File: src/rtl/sdspi_pkg.sv
// Shared types, constants and frame-byte function for the SD SPI command engine.
// No dependencies; imported by sdspi_core and the top level.

package sdspi_pkg;

	localparam int unsigned R1_POLL_LIMIT = 20;
	localparam int unsigned EXTRA_MAX     = 4;

	localparam logic [7:0] BYTE_IDLE   = 8'hFF;
	localparam logic [7:0] CMD_START   = 8'h40;
	localparam logic [7:0] CRC_CMD0    = 8'h95;
	localparam logic [7:0] CRC_CMD8    = 8'h87;
	localparam logic [7:0] CRC_DEFAULT = 8'h01;
	localparam logic [7:0] R1_BUSY_BIT = 8'h80;

	localparam logic [5:0] CMD_GO_IDLE  = 6'd0;
	localparam logic [5:0] CMD_IF_COND  = 6'd8;

	localparam logic [2:0] FRAME_LEN    = 3'd6;

	localparam logic OP_START = 1'b0;
	localparam logic OP_MISO  = 1'b1;

	localparam int unsigned IN_DATA_W  = 56;
	localparam int unsigned OUT_DATA_W = 32;

	typedef enum logic [5:0] {
		PH_IDLE  = 6'b000001,
		PH_READY = 6'b000010,
		PH_FRAME = 6'b000100,
		PH_R1    = 6'b001000,
		PH_EXTRA = 6'b010000,
		PH_TRAIL = 6'b100000
	} phase_t;

	typedef struct packed {
		logic        opcode;
		logic [5:0]  cmd_index;
		logic [31:0] argument;
		logic [2:0]  extra_count;
		logic        keep_select;
		logic [7:0]  miso_byte;
	} item_t;

	typedef struct packed {
		logic [7:0] mosi_byte;
		logic       exchange;
		logic       select_n;
		logic       extra_valid;
		logic [7:0] extra_byte;
		logic       done_res;
		logic [7:0] r1_response;
		logic       status;
	} result_t;

	function automatic logic [7:0] frame_byte(input logic [2:0] idx, input logic [5:0] cmd,
			input logic [31:0] arg);
		logic [7:0] b;
		case (idx)
			3'd0: b = CMD_START | {2'b00, cmd};
			3'd1: b = arg[31:24];
			3'd2: b = arg[23:16];
			3'd3: b = arg[15:8];
			3'd4: b = arg[7:0];
			default: begin
				if (cmd == CMD_GO_IDLE) b = CRC_CMD0;
				else if (cmd == CMD_IF_COND) b = CRC_CMD8;
				else b = CRC_DEFAULT;
			end
		endcase
		return b;
	endfunction

endpackage

File: src/rtl/sdspi_core.sv
// Transaction state and single-pass next-state/result logic, one word per step.
// Depends on sdspi_pkg.

module sdspi_core (
	input  logic               clk,
	input  logic               arst_n,
	input  logic               step,
	input  sdspi_pkg::item_t   item,
	input  logic [15:0]        ready_poll_limit,
	output sdspi_pkg::result_t res
);
	import sdspi_pkg::*;

	phase_t      phase_q, phase_d;
	logic [2:0]  frame_index_q, frame_index_d;
	logic [15:0] poll_count_q, poll_count_d;
	logic [5:0]  saved_cmd_q, saved_cmd_d;
	logic [31:0] saved_arg_q, saved_arg_d;
	logic [2:0]  extra_left_q, extra_left_d;
	logic        saved_keep_q, saved_keep_d;
	logic [7:0]  r1_latch_q, r1_latch_d;

	logic [2:0]  frame_next;
	logic [2:0]  extra_dec;
	logic        r1_end;

	// Hand over the result of R1/extra bytes: finish now or clock one trailing byte.
	function automatic result_t finish_res(input logic keep, input logic xv,
			input logic [7:0] xb, input logic [7:0] r1);
		result_t r;
		r = '0;
		r.extra_valid = xv;
		r.extra_byte  = xb;
		if (keep) begin
			r.done_res    = 1'b1;
			r.r1_response = r1;
		end else begin
			r.mosi_byte = BYTE_IDLE;
			r.exchange  = 1'b1;
			r.select_n  = 1'b1;
		end
		return r;
	endfunction

	assign frame_next = frame_index_q + 3'd1;
	assign extra_dec  = (extra_left_q != 3'd0) ? extra_left_q - 3'd1 : 3'd0;
	assign r1_end     = ((item.miso_byte & R1_BUSY_BIT) == 8'h00)
		|| (poll_count_q >= 16'(R1_POLL_LIMIT));

	always_comb begin
		phase_d       = phase_q;
		frame_index_d = frame_index_q;
		poll_count_d  = poll_count_q;
		saved_cmd_d   = saved_cmd_q;
		saved_arg_d   = saved_arg_q;
		extra_left_d  = extra_left_q;
		saved_keep_d  = saved_keep_q;
		r1_latch_d    = r1_latch_q;
		res           = '0;
		if (item.opcode == OP_START) begin
			saved_cmd_d   = item.cmd_index;
			saved_arg_d   = item.argument;
			extra_left_d  = (item.extra_count > 3'(EXTRA_MAX)) ? 3'(EXTRA_MAX)
				: item.extra_count;
			saved_keep_d  = item.keep_select;
			frame_index_d = 3'd0;
			res.exchange  = 1'b1;
			if (item.cmd_index != CMD_GO_IDLE) begin
				phase_d       = PH_READY;
				poll_count_d  = 16'd1;
				res.mosi_byte = BYTE_IDLE;
			end else begin
				phase_d       = PH_FRAME;
				res.mosi_byte = frame_byte(3'd0, item.cmd_index, item.argument);
			end
		end else begin
			case (phase_q)
				PH_READY: begin
					if (item.miso_byte == BYTE_IDLE) begin
						phase_d       = PH_FRAME;
						frame_index_d = 3'd0;
						res.exchange  = 1'b1;
						res.mosi_byte = frame_byte(3'd0, saved_cmd_q, saved_arg_q);
					end else if (poll_count_q >= ready_poll_limit) begin
						// Card never became ready: release select regardless of keep.
						phase_d         = PH_IDLE;
						saved_keep_d    = 1'b0;
						r1_latch_d      = BYTE_IDLE;
						res.select_n    = 1'b1;
						res.done_res    = 1'b1;
						res.r1_response = BYTE_IDLE;
						res.status      = 1'b1;
					end else begin
						poll_count_d  = poll_count_q + 16'd1;
						res.exchange  = 1'b1;
						res.mosi_byte = BYTE_IDLE;
					end
				end
				PH_FRAME: begin
					frame_index_d = frame_next;
					res.exchange  = 1'b1;
					if (frame_next < FRAME_LEN) begin
						res.mosi_byte = frame_byte(frame_next, saved_cmd_q, saved_arg_q);
					end else begin
						phase_d       = PH_R1;
						poll_count_d  = 16'd1;
						res.mosi_byte = BYTE_IDLE;
					end
				end
				PH_R1: begin
					r1_latch_d = item.miso_byte;
					if (r1_end) begin
						if (extra_left_q != 3'd0) begin
							phase_d       = PH_EXTRA;
							res.exchange  = 1'b1;
							res.mosi_byte = BYTE_IDLE;
						end else begin
							phase_d = saved_keep_q ? PH_IDLE : PH_TRAIL;
							res     = finish_res(saved_keep_q, 1'b0, 8'h00, item.miso_byte);
						end
					end else begin
						poll_count_d  = poll_count_q + 16'd1;
						res.exchange  = 1'b1;
						res.mosi_byte = BYTE_IDLE;
					end
				end
				PH_EXTRA: begin
					extra_left_d = extra_dec;
					if (extra_dec != 3'd0) begin
						res.exchange    = 1'b1;
						res.mosi_byte   = BYTE_IDLE;
						res.extra_valid = 1'b1;
						res.extra_byte  = item.miso_byte;
					end else begin
						phase_d = saved_keep_q ? PH_IDLE : PH_TRAIL;
						res     = finish_res(saved_keep_q, 1'b1, item.miso_byte, r1_latch_q);
					end
				end
				PH_TRAIL: begin
					phase_d         = PH_IDLE;
					res.select_n    = 1'b1;
					res.done_res    = 1'b1;
					res.r1_response = r1_latch_q;
				end
				default: begin
					// Drop stray bytes while idle; select follows the last keep.
					phase_d      = PH_IDLE;
					res.select_n = ~saved_keep_q;
				end
			endcase
		end
	end

	always_ff @(posedge clk or negedge arst_n) begin
		if (!arst_n) begin
			phase_q       <= PH_IDLE;
			frame_index_q <= 3'd0;
			poll_count_q  <= 16'd0;
			saved_cmd_q   <= 6'd0;
			saved_arg_q   <= 32'd0;
			extra_left_q  <= 3'd0;
			saved_keep_q  <= 1'b0;
			r1_latch_q    <= BYTE_IDLE;
		end else if (step) begin
			phase_q       <= phase_d;
			frame_index_q <= frame_index_d;
			poll_count_q  <= poll_count_d;
			saved_cmd_q   <= saved_cmd_d;
			saved_arg_q   <= saved_arg_d;
			extra_left_q  <= extra_left_d;
			saved_keep_q  <= saved_keep_d;
			r1_latch_q    <= r1_latch_d;
		end
	end

	a_start_enters: assert property (@(posedge clk) disable iff (!arst_n)
		step && item.opcode == OP_START |=> phase_q == PH_READY || phase_q == PH_FRAME)
		else $error("start word did not enter ready or frame phase");

	a_frame_range: assert property (@(posedge clk) disable iff (!arst_n)
		phase_q == PH_FRAME |-> frame_index_q < FRAME_LEN)
		else $error("frame index past end of command frame");

	a_extra_sat: assert property (@(posedge clk) disable iff (!arst_n)
		extra_left_q <= 3'(EXTRA_MAX))
		else $error("extra byte count above limit");

	a_done_no_xfer: assert property (@(posedge clk) disable iff (!arst_n)
		step && res.done_res |-> !res.exchange && !res.extra_valid || !res.exchange)
		else $error("done reported together with an exchange request");

	a_timeout_release: assert property (@(posedge clk) disable iff (!arst_n)
		step && res.status |=> phase_q == PH_IDLE && !saved_keep_q && r1_latch_q == BYTE_IDLE)
		else $error("ready timeout left select held");

endmodule

File: src/rtl/sd_spi_command_transaction_top.sv
// Top level: stream ports, input stage, config register and output register.
// Depends on sdspi_pkg and sdspi_core.

// SD SPI-mode command engine. Each input word (a start request or the MISO byte of
// the previous exchange) produces exactly one result word telling the host what to
// clock next, whether select is held, and when the command is done with its R1.
// One word is taken per clock when the output side keeps up; a word's result is
// offered on the master side once it has passed the input stage and then the output
// register, the rate being set by the single next-state pass of the transaction
// state in sdspi_core. ready_poll_limit is written through cfg_we/cfg_wdata; the user
// must write it only while no command is running, as the block does not enforce it.
module sd_spi_command_transaction_top (
	input  logic        clk,
	input  logic        arst_n,
	input  logic        cfg_we,
	input  logic [15:0] cfg_wdata,   // ready_poll_limit
	input  logic        s_tvalid,
	output logic        s_tready,
	// cmd_index[5:0], argument[37:6], extra_count[40:38], keep_select[41],
	// miso_byte[49:42], zero[55:50]
	input  logic [sdspi_pkg::IN_DATA_W-1:0] s_tdata,
	input  logic [0:0]  s_tuser,     // opcode
	output logic        m_tvalid,
	input  logic        m_tready,
	// mosi_byte[7:0], exchange[8], select_n[9], extra_valid[10], extra_byte[18:11],
	// done_res[19], r1_response[27:20], status[28], zero[31:29]
	output logic [sdspi_pkg::OUT_DATA_W-1:0] m_tdata
);
	import sdspi_pkg::*;

	logic        in_valid_s1;
	item_t       in_item_s1;
	logic [15:0] ready_poll_limit_q;
	logic        out_valid_q;
	logic [OUT_DATA_W-1:0] out_data_q;
	logic        out_free;
	logic        step;
	result_t     res;
	item_t       in_item;

	// opcode, cmd_index, argument, extra_count, keep_select, miso_byte
	assign in_item = {s_tuser[0], s_tdata[5:0], s_tdata[37:6], s_tdata[40:38],
		s_tdata[41], s_tdata[49:42]};

	assign out_free = !out_valid_q || m_tready;
	assign step     = in_valid_s1 && out_free;
	assign s_tready = !in_valid_s1 || out_free;

	always_ff @(posedge clk or negedge arst_n) begin
		if (!arst_n) begin
			ready_poll_limit_q <= 16'hFFFF;
		end else if (cfg_we) begin
			ready_poll_limit_q <= cfg_wdata;
		end
	end

	always_ff @(posedge clk or negedge arst_n) begin
		if (!arst_n) begin
			in_valid_s1 <= 1'b0;
		end else if (s_tready) begin
			in_valid_s1 <= s_tvalid;
		end
	end

	always_ff @(posedge clk) begin
		if (s_tready && s_tvalid) begin
			in_item_s1 <= in_item;
		end
	end

	sdspi_core u_core (
		.clk              (clk),
		.arst_n           (arst_n),
		.step             (step),
		.item             (in_item_s1),
		.ready_poll_limit (ready_poll_limit_q),
		.res              (res)
	);

	// Hold the result until taken; load the next one in the same cycle it leaves.
	always_ff @(posedge clk or negedge arst_n) begin
		if (!arst_n) begin
			out_valid_q <= 1'b0;
		end else if (out_free) begin
			out_valid_q <= step;
		end
	end

	always_ff @(posedge clk) begin
		if (step) begin
			out_data_q <= {3'b000, res.status, res.r1_response, res.done_res,
				res.extra_byte, res.extra_valid, res.select_n, res.exchange,
				res.mosi_byte};
		end
	end

	assign m_tvalid = out_valid_q;
	assign m_tdata  = out_data_q;

endmodule
File: config.mk
export PLATFORM = sky130hd
export DESIGN_NAME = sd_spi_command_transaction_top
export DESIGN_NICKNAME = d
export VERILOG_FILES = /design/src/rtl/sdspi_pkg.sv /design/src/rtl/sdspi_core.sv /design/src/rtl/sd_spi_command_transaction_top.sv
export SDC_FILE = /design/constraint.sdc
export NUM_CORES = 1
export LEC_CHECK = 0
export ABC_AREA = 1
export BUFFER_PORTS_ARGS = -buffer_cell sky130_fd_sc_hd__buf_4
export CORE_UTILIZATION = 58
export DETAILED_ROUTE_END_ITERATION = 16
export MAX_ROUTING_LAYER = met4
export PLACE_DENSITY = 0.88
export SYNTH_ARGS = -nofsm -noshare
export SYNTH_HDL_FRONTEND = slang
export SYNTH_SLANG_ARGS = --single-unit
export TNS_END_PERCENT = 10
File: constraint.sdc
create_clock -name clk -period 2.7 [get_ports clk]
set_input_delay 0.54 -clock clk [delete_from_list [all_inputs] [get_ports clk]]
set_output_delay 0.54 -clock clk [all_outputs]
set_load 0.05 [all_outputs]
==> qor.csv <==
stage;metric;value;unit
pwr;LEAKAGE;4.51;nW
cells_and_area;Core Util, Final;71.5;%
drt;vias per cell;5.54;
worst_setup_path;Critical Path Source Type;flop;
sta;Max Clock Skew;9.95;ps
synth;mapped cell area;8440;sq um
sta;RSZ-0062 raised after global routing;no;
worst_setup_path;CP required;2870;ps
worst_setup_path;critical path type;flop to flop;
placed_design;DP Area;9440;sq um
placed_design;Final HPWL DP;12200;microns
drt;Vias;6331;
cells_and_area;layout cells sized above 1;30.4;%
pwr;Power Density;780;nW/um^2
drt;Met2 Routed Length;9140;microns
sta;Rel. slew slack;59.0;%
synth;Async SR Flop Fraction;53.8;%
floorplan;row count;43;
worst_setup_path;Cell Chain, Critical Path;inv_1 > ha_1 > a21oi_1 > o21ai_0 > a21oi_2 > nand2_2 > nand2_1 > nand2_1 > nor2_1 > nor2_1;
synth;Yosys Warn Count;0;
floorplan;Chip Height;123;microns
grt;first-pass GRT wire length;28900;microns
pwr;Max IR drop VDD;0.536;mV
drt;Routed WL;17800;microns
cells_and_area;fin area;10000;sq um
cells_and_area;fin cells;1143;
synth;most common flop cell mapped by yosys;edfxtp_1;
cells_and_area;most common cell after layout, fill and taps aside;nand2_1;
min_path;worst hold path type;input pin to asynchronous set/reset pin;
clocking;# clock sinks;173;
floorplan;die span in x;123;microns
sta;Max Freq;403;MHz
drt;1st-iter DRT viols;534;
sta;Tmin final;2480;ps
placed_design;placed insts;1111;
clocking;Clock Path Buffers;2;
drt;DRT met1 WL;6960;microns
cells_and_area;commonest cells after routing, fill and taps aside;nand2_1, buf_4, nor2_1, edfxtp_1, dfrtp_1;
grt;grt ovf;0;
clocking;Clock transition at path regs;70;ps
sta;Finish-stage setup viols;0;
sta;Final period util;92.0;%
worst_setup_path;Worst path max stage delay;520;ps
cells_and_area;n_diodes;0;
grt;largest net degree at the start of global routing;52;
drt;DR top layer;met4;
drt;post-route ant nets;0;
floorplan;core area;14000;sq um
sta;final slew viol count;0;
clocking;postcts setup bufs;0;
clocking;H-tree depth;4;
worst_setup_path;crit path buf inv count;1;
worst_setup_path;CP Data Arrival Time;2650;ps
grt;vias in the first global route;6101;
sta;endpoints failing hold;0;
clocking;clock root cell;clkbuf_16;
floorplan;# IOs;112;
synth;count of state elements after synthesis;173;
placed_design;port bufs;102;
floorplan;Initial Utilization;60.1;%
placed_design;gp weighted congestion;0.916;
drt;# DRC;0;
cells_and_area;Synth-to-Final Area Change;19.0;%
worst_setup_path;Crit. End Element;flop;
worst_setup_path;slowest CP cell;dfstp_2;
synth;distinct cell type count after synthesis;43;
clocking;Post-CTS Hold Fix Bufs;0;
drt;WL met3;952;microns
clocking;Skew-Pair Late Insertion Delay;440;ps
run;max cap viols;0;
clocking;total CTS buffers;17;
sta;Setup TNS Final;0;ps
synth;sequential fraction of the synthesis area;56.4;%
cells_and_area;Total Nets Final;1053;
grt;GRT Total Usage;26.4;%
grt;initial antenna violation count;0;
sta;Worst-Margin Slew;615;ps
drt;DRT Pass-1 Iters;6;
clocking;Resized Gates After CTS;0;
synth;Mapped Cells;836;
drt;Avg WL per Cell;15.5;microns
floorplan;Die Area;15000;sq um
outcome;outcome;finished, final reports clean;
worst_setup_path;family with the most delay on the worst path;simple AND/OR/NAND/NOR gates;
synth;Avg Cell Area, Syn;10.1;sq um
sta;Hold Slack;54.1;ps
worst_setup_path;Max Fanout on Critical Path;11;
clocking;CTS tree;done;
synth;EDFF count, synth;80;
cells by family (layout without fill, tap and decap cells):
group | after synthesis | count (layout) | share of synthesized area (%)
buffers and inverters | 90 | 215 | 4.67
AND/OR/NAND/NOR | 409 | 409 | 22.4
other | 1 | 3 | 0.0444
XOR/XNOR | 6 | 6 | 0.623
flip-flops | 173 | 173 | 56.4
adder cells (fa/ha/maj) | 25 | 25 | 3.71
multiplexers | 38 | 38 | 5.07
AO/OA/AOI/OAI | 94 | 94 | 7.13
path summary, 6_finish.rpt:
check / startpoint / endpoint / slack (ps) / cells past startpoint
worst min-delay path: arst_n / u_core.saved_arg_q[25]$_DFFE_PN0P_ / 50 / 1
min in group clk: s_tdata[47] / in_item_s1[5]$_DFFE_PP_ / 280 / 1
max in group asynchronous: arst_n / ready_poll_limit_q[0]$_DFFE_PN1P_ / 1960 / 2
worst max register to register: ready_poll_limit_q[9]$_DFFE_PN1P_ / m_tdata[19]$_SDFFCE_PN0P_ / 220 / 10
worst max-delay path: ready_poll_limit_q[9]$_DFFE_PN1P_ / m_tdata[19]$_SDFFCE_PN0P_ / 220 / 10
worst min register to register: in_item_s1[35]$_DFFE_PP_ / u_core.saved_arg_q[23]$_DFFE_PN0P_ / 480 / 1
Yosys cell counts (2+ instances only):
cell      number  share of area [%]
xor2_1         6               0.62
mux2_2        38                5.1
nor3_1         5               0.30
nand3b_1       3               0.27
inv_1         64                2.8
o21ai_1        2               0.12
nand2_4        2               0.27
nand4_1       16                1.2
dfstp_2       25                7.8
o21ai_2       26                2.7
buf_4          3               0.27
ha_1          25                3.7
nand3_4        2               0.42
or2_2          8               0.59
o21ai_0       26                1.5
clkbuf_1       7               0.31
nor2_2         5               0.37
nor2_4         6               0.80
nand2_1      192                8.5
buf_2          6               0.36
a21oi_2        3               0.31
edfxtp_1      80                 28
nand2_2       23                1.7
inv_2          4               0.18
nand3_1       47                2.8
a21oi_1       30                1.8
nor2_1        93                4.1
buf_6          5               0.67
nand4_4        2               0.50
and2_1         2               0.15
dfrtp_1       68                 20
through the flow:
stage	total power [W]	worst slack [ps]
finish	0.00783	217
global route	0.00817	83.7
CTS	0.00786	225
detailed placement	0.00533	305
global placement	0.00524	341
floorplan	0.00482	44.0
layout make-up:
cell class | count | area, sq um
clock inverter | 12 | 161
clock buffer | 20 | 447
fill | 942 | 4000
multi-input combinational | 575 | 3290
tap | 180 | 225
timing repair buffer | 115 | 901
sequential | 173 | 4760
inverter | 68 | 255
layer usage:
metal  up-vias  GRT usage, %
met5         -             -
met4         0          14.3
met3        56          4.93
met2       268          43.3
met1      2991          30.7
li1       3016             -
power breakdown:
part | internal [W] | total, W | switching [W]
logic | 0.000662 | 0.00169 | 0.00103
clock network | 0.00149 | 0.00251 | 0.00102
registers | 0.00332 | 0.00364 | 0.000317
total | 0.00547 | 0.00783 | 0.00236
registers in the layout, indices dropped and copies added (netlist names):
| name | flops |
|---|---|
| ready_poll_limit_q | 16 |
| u_core.poll_count_q | 16 |
| u_core.extra_left_q | 3 |
| m_tdata | 29 |
| u_core.saved_keep_q | 1 |
| u_core.frame_index_q | 3 |
| u_core.saved_arg_q | 32 |
| u_core.r1_latch_q | 8 |
| in_valid_s1 | 1 |
| u_core.saved_cmd_q | 6 |
| in_item_s1 | 51 |
| u_core.phase_q | 6 |
| m_tvalid | 1 |
(Power assumes the default switching activity.)
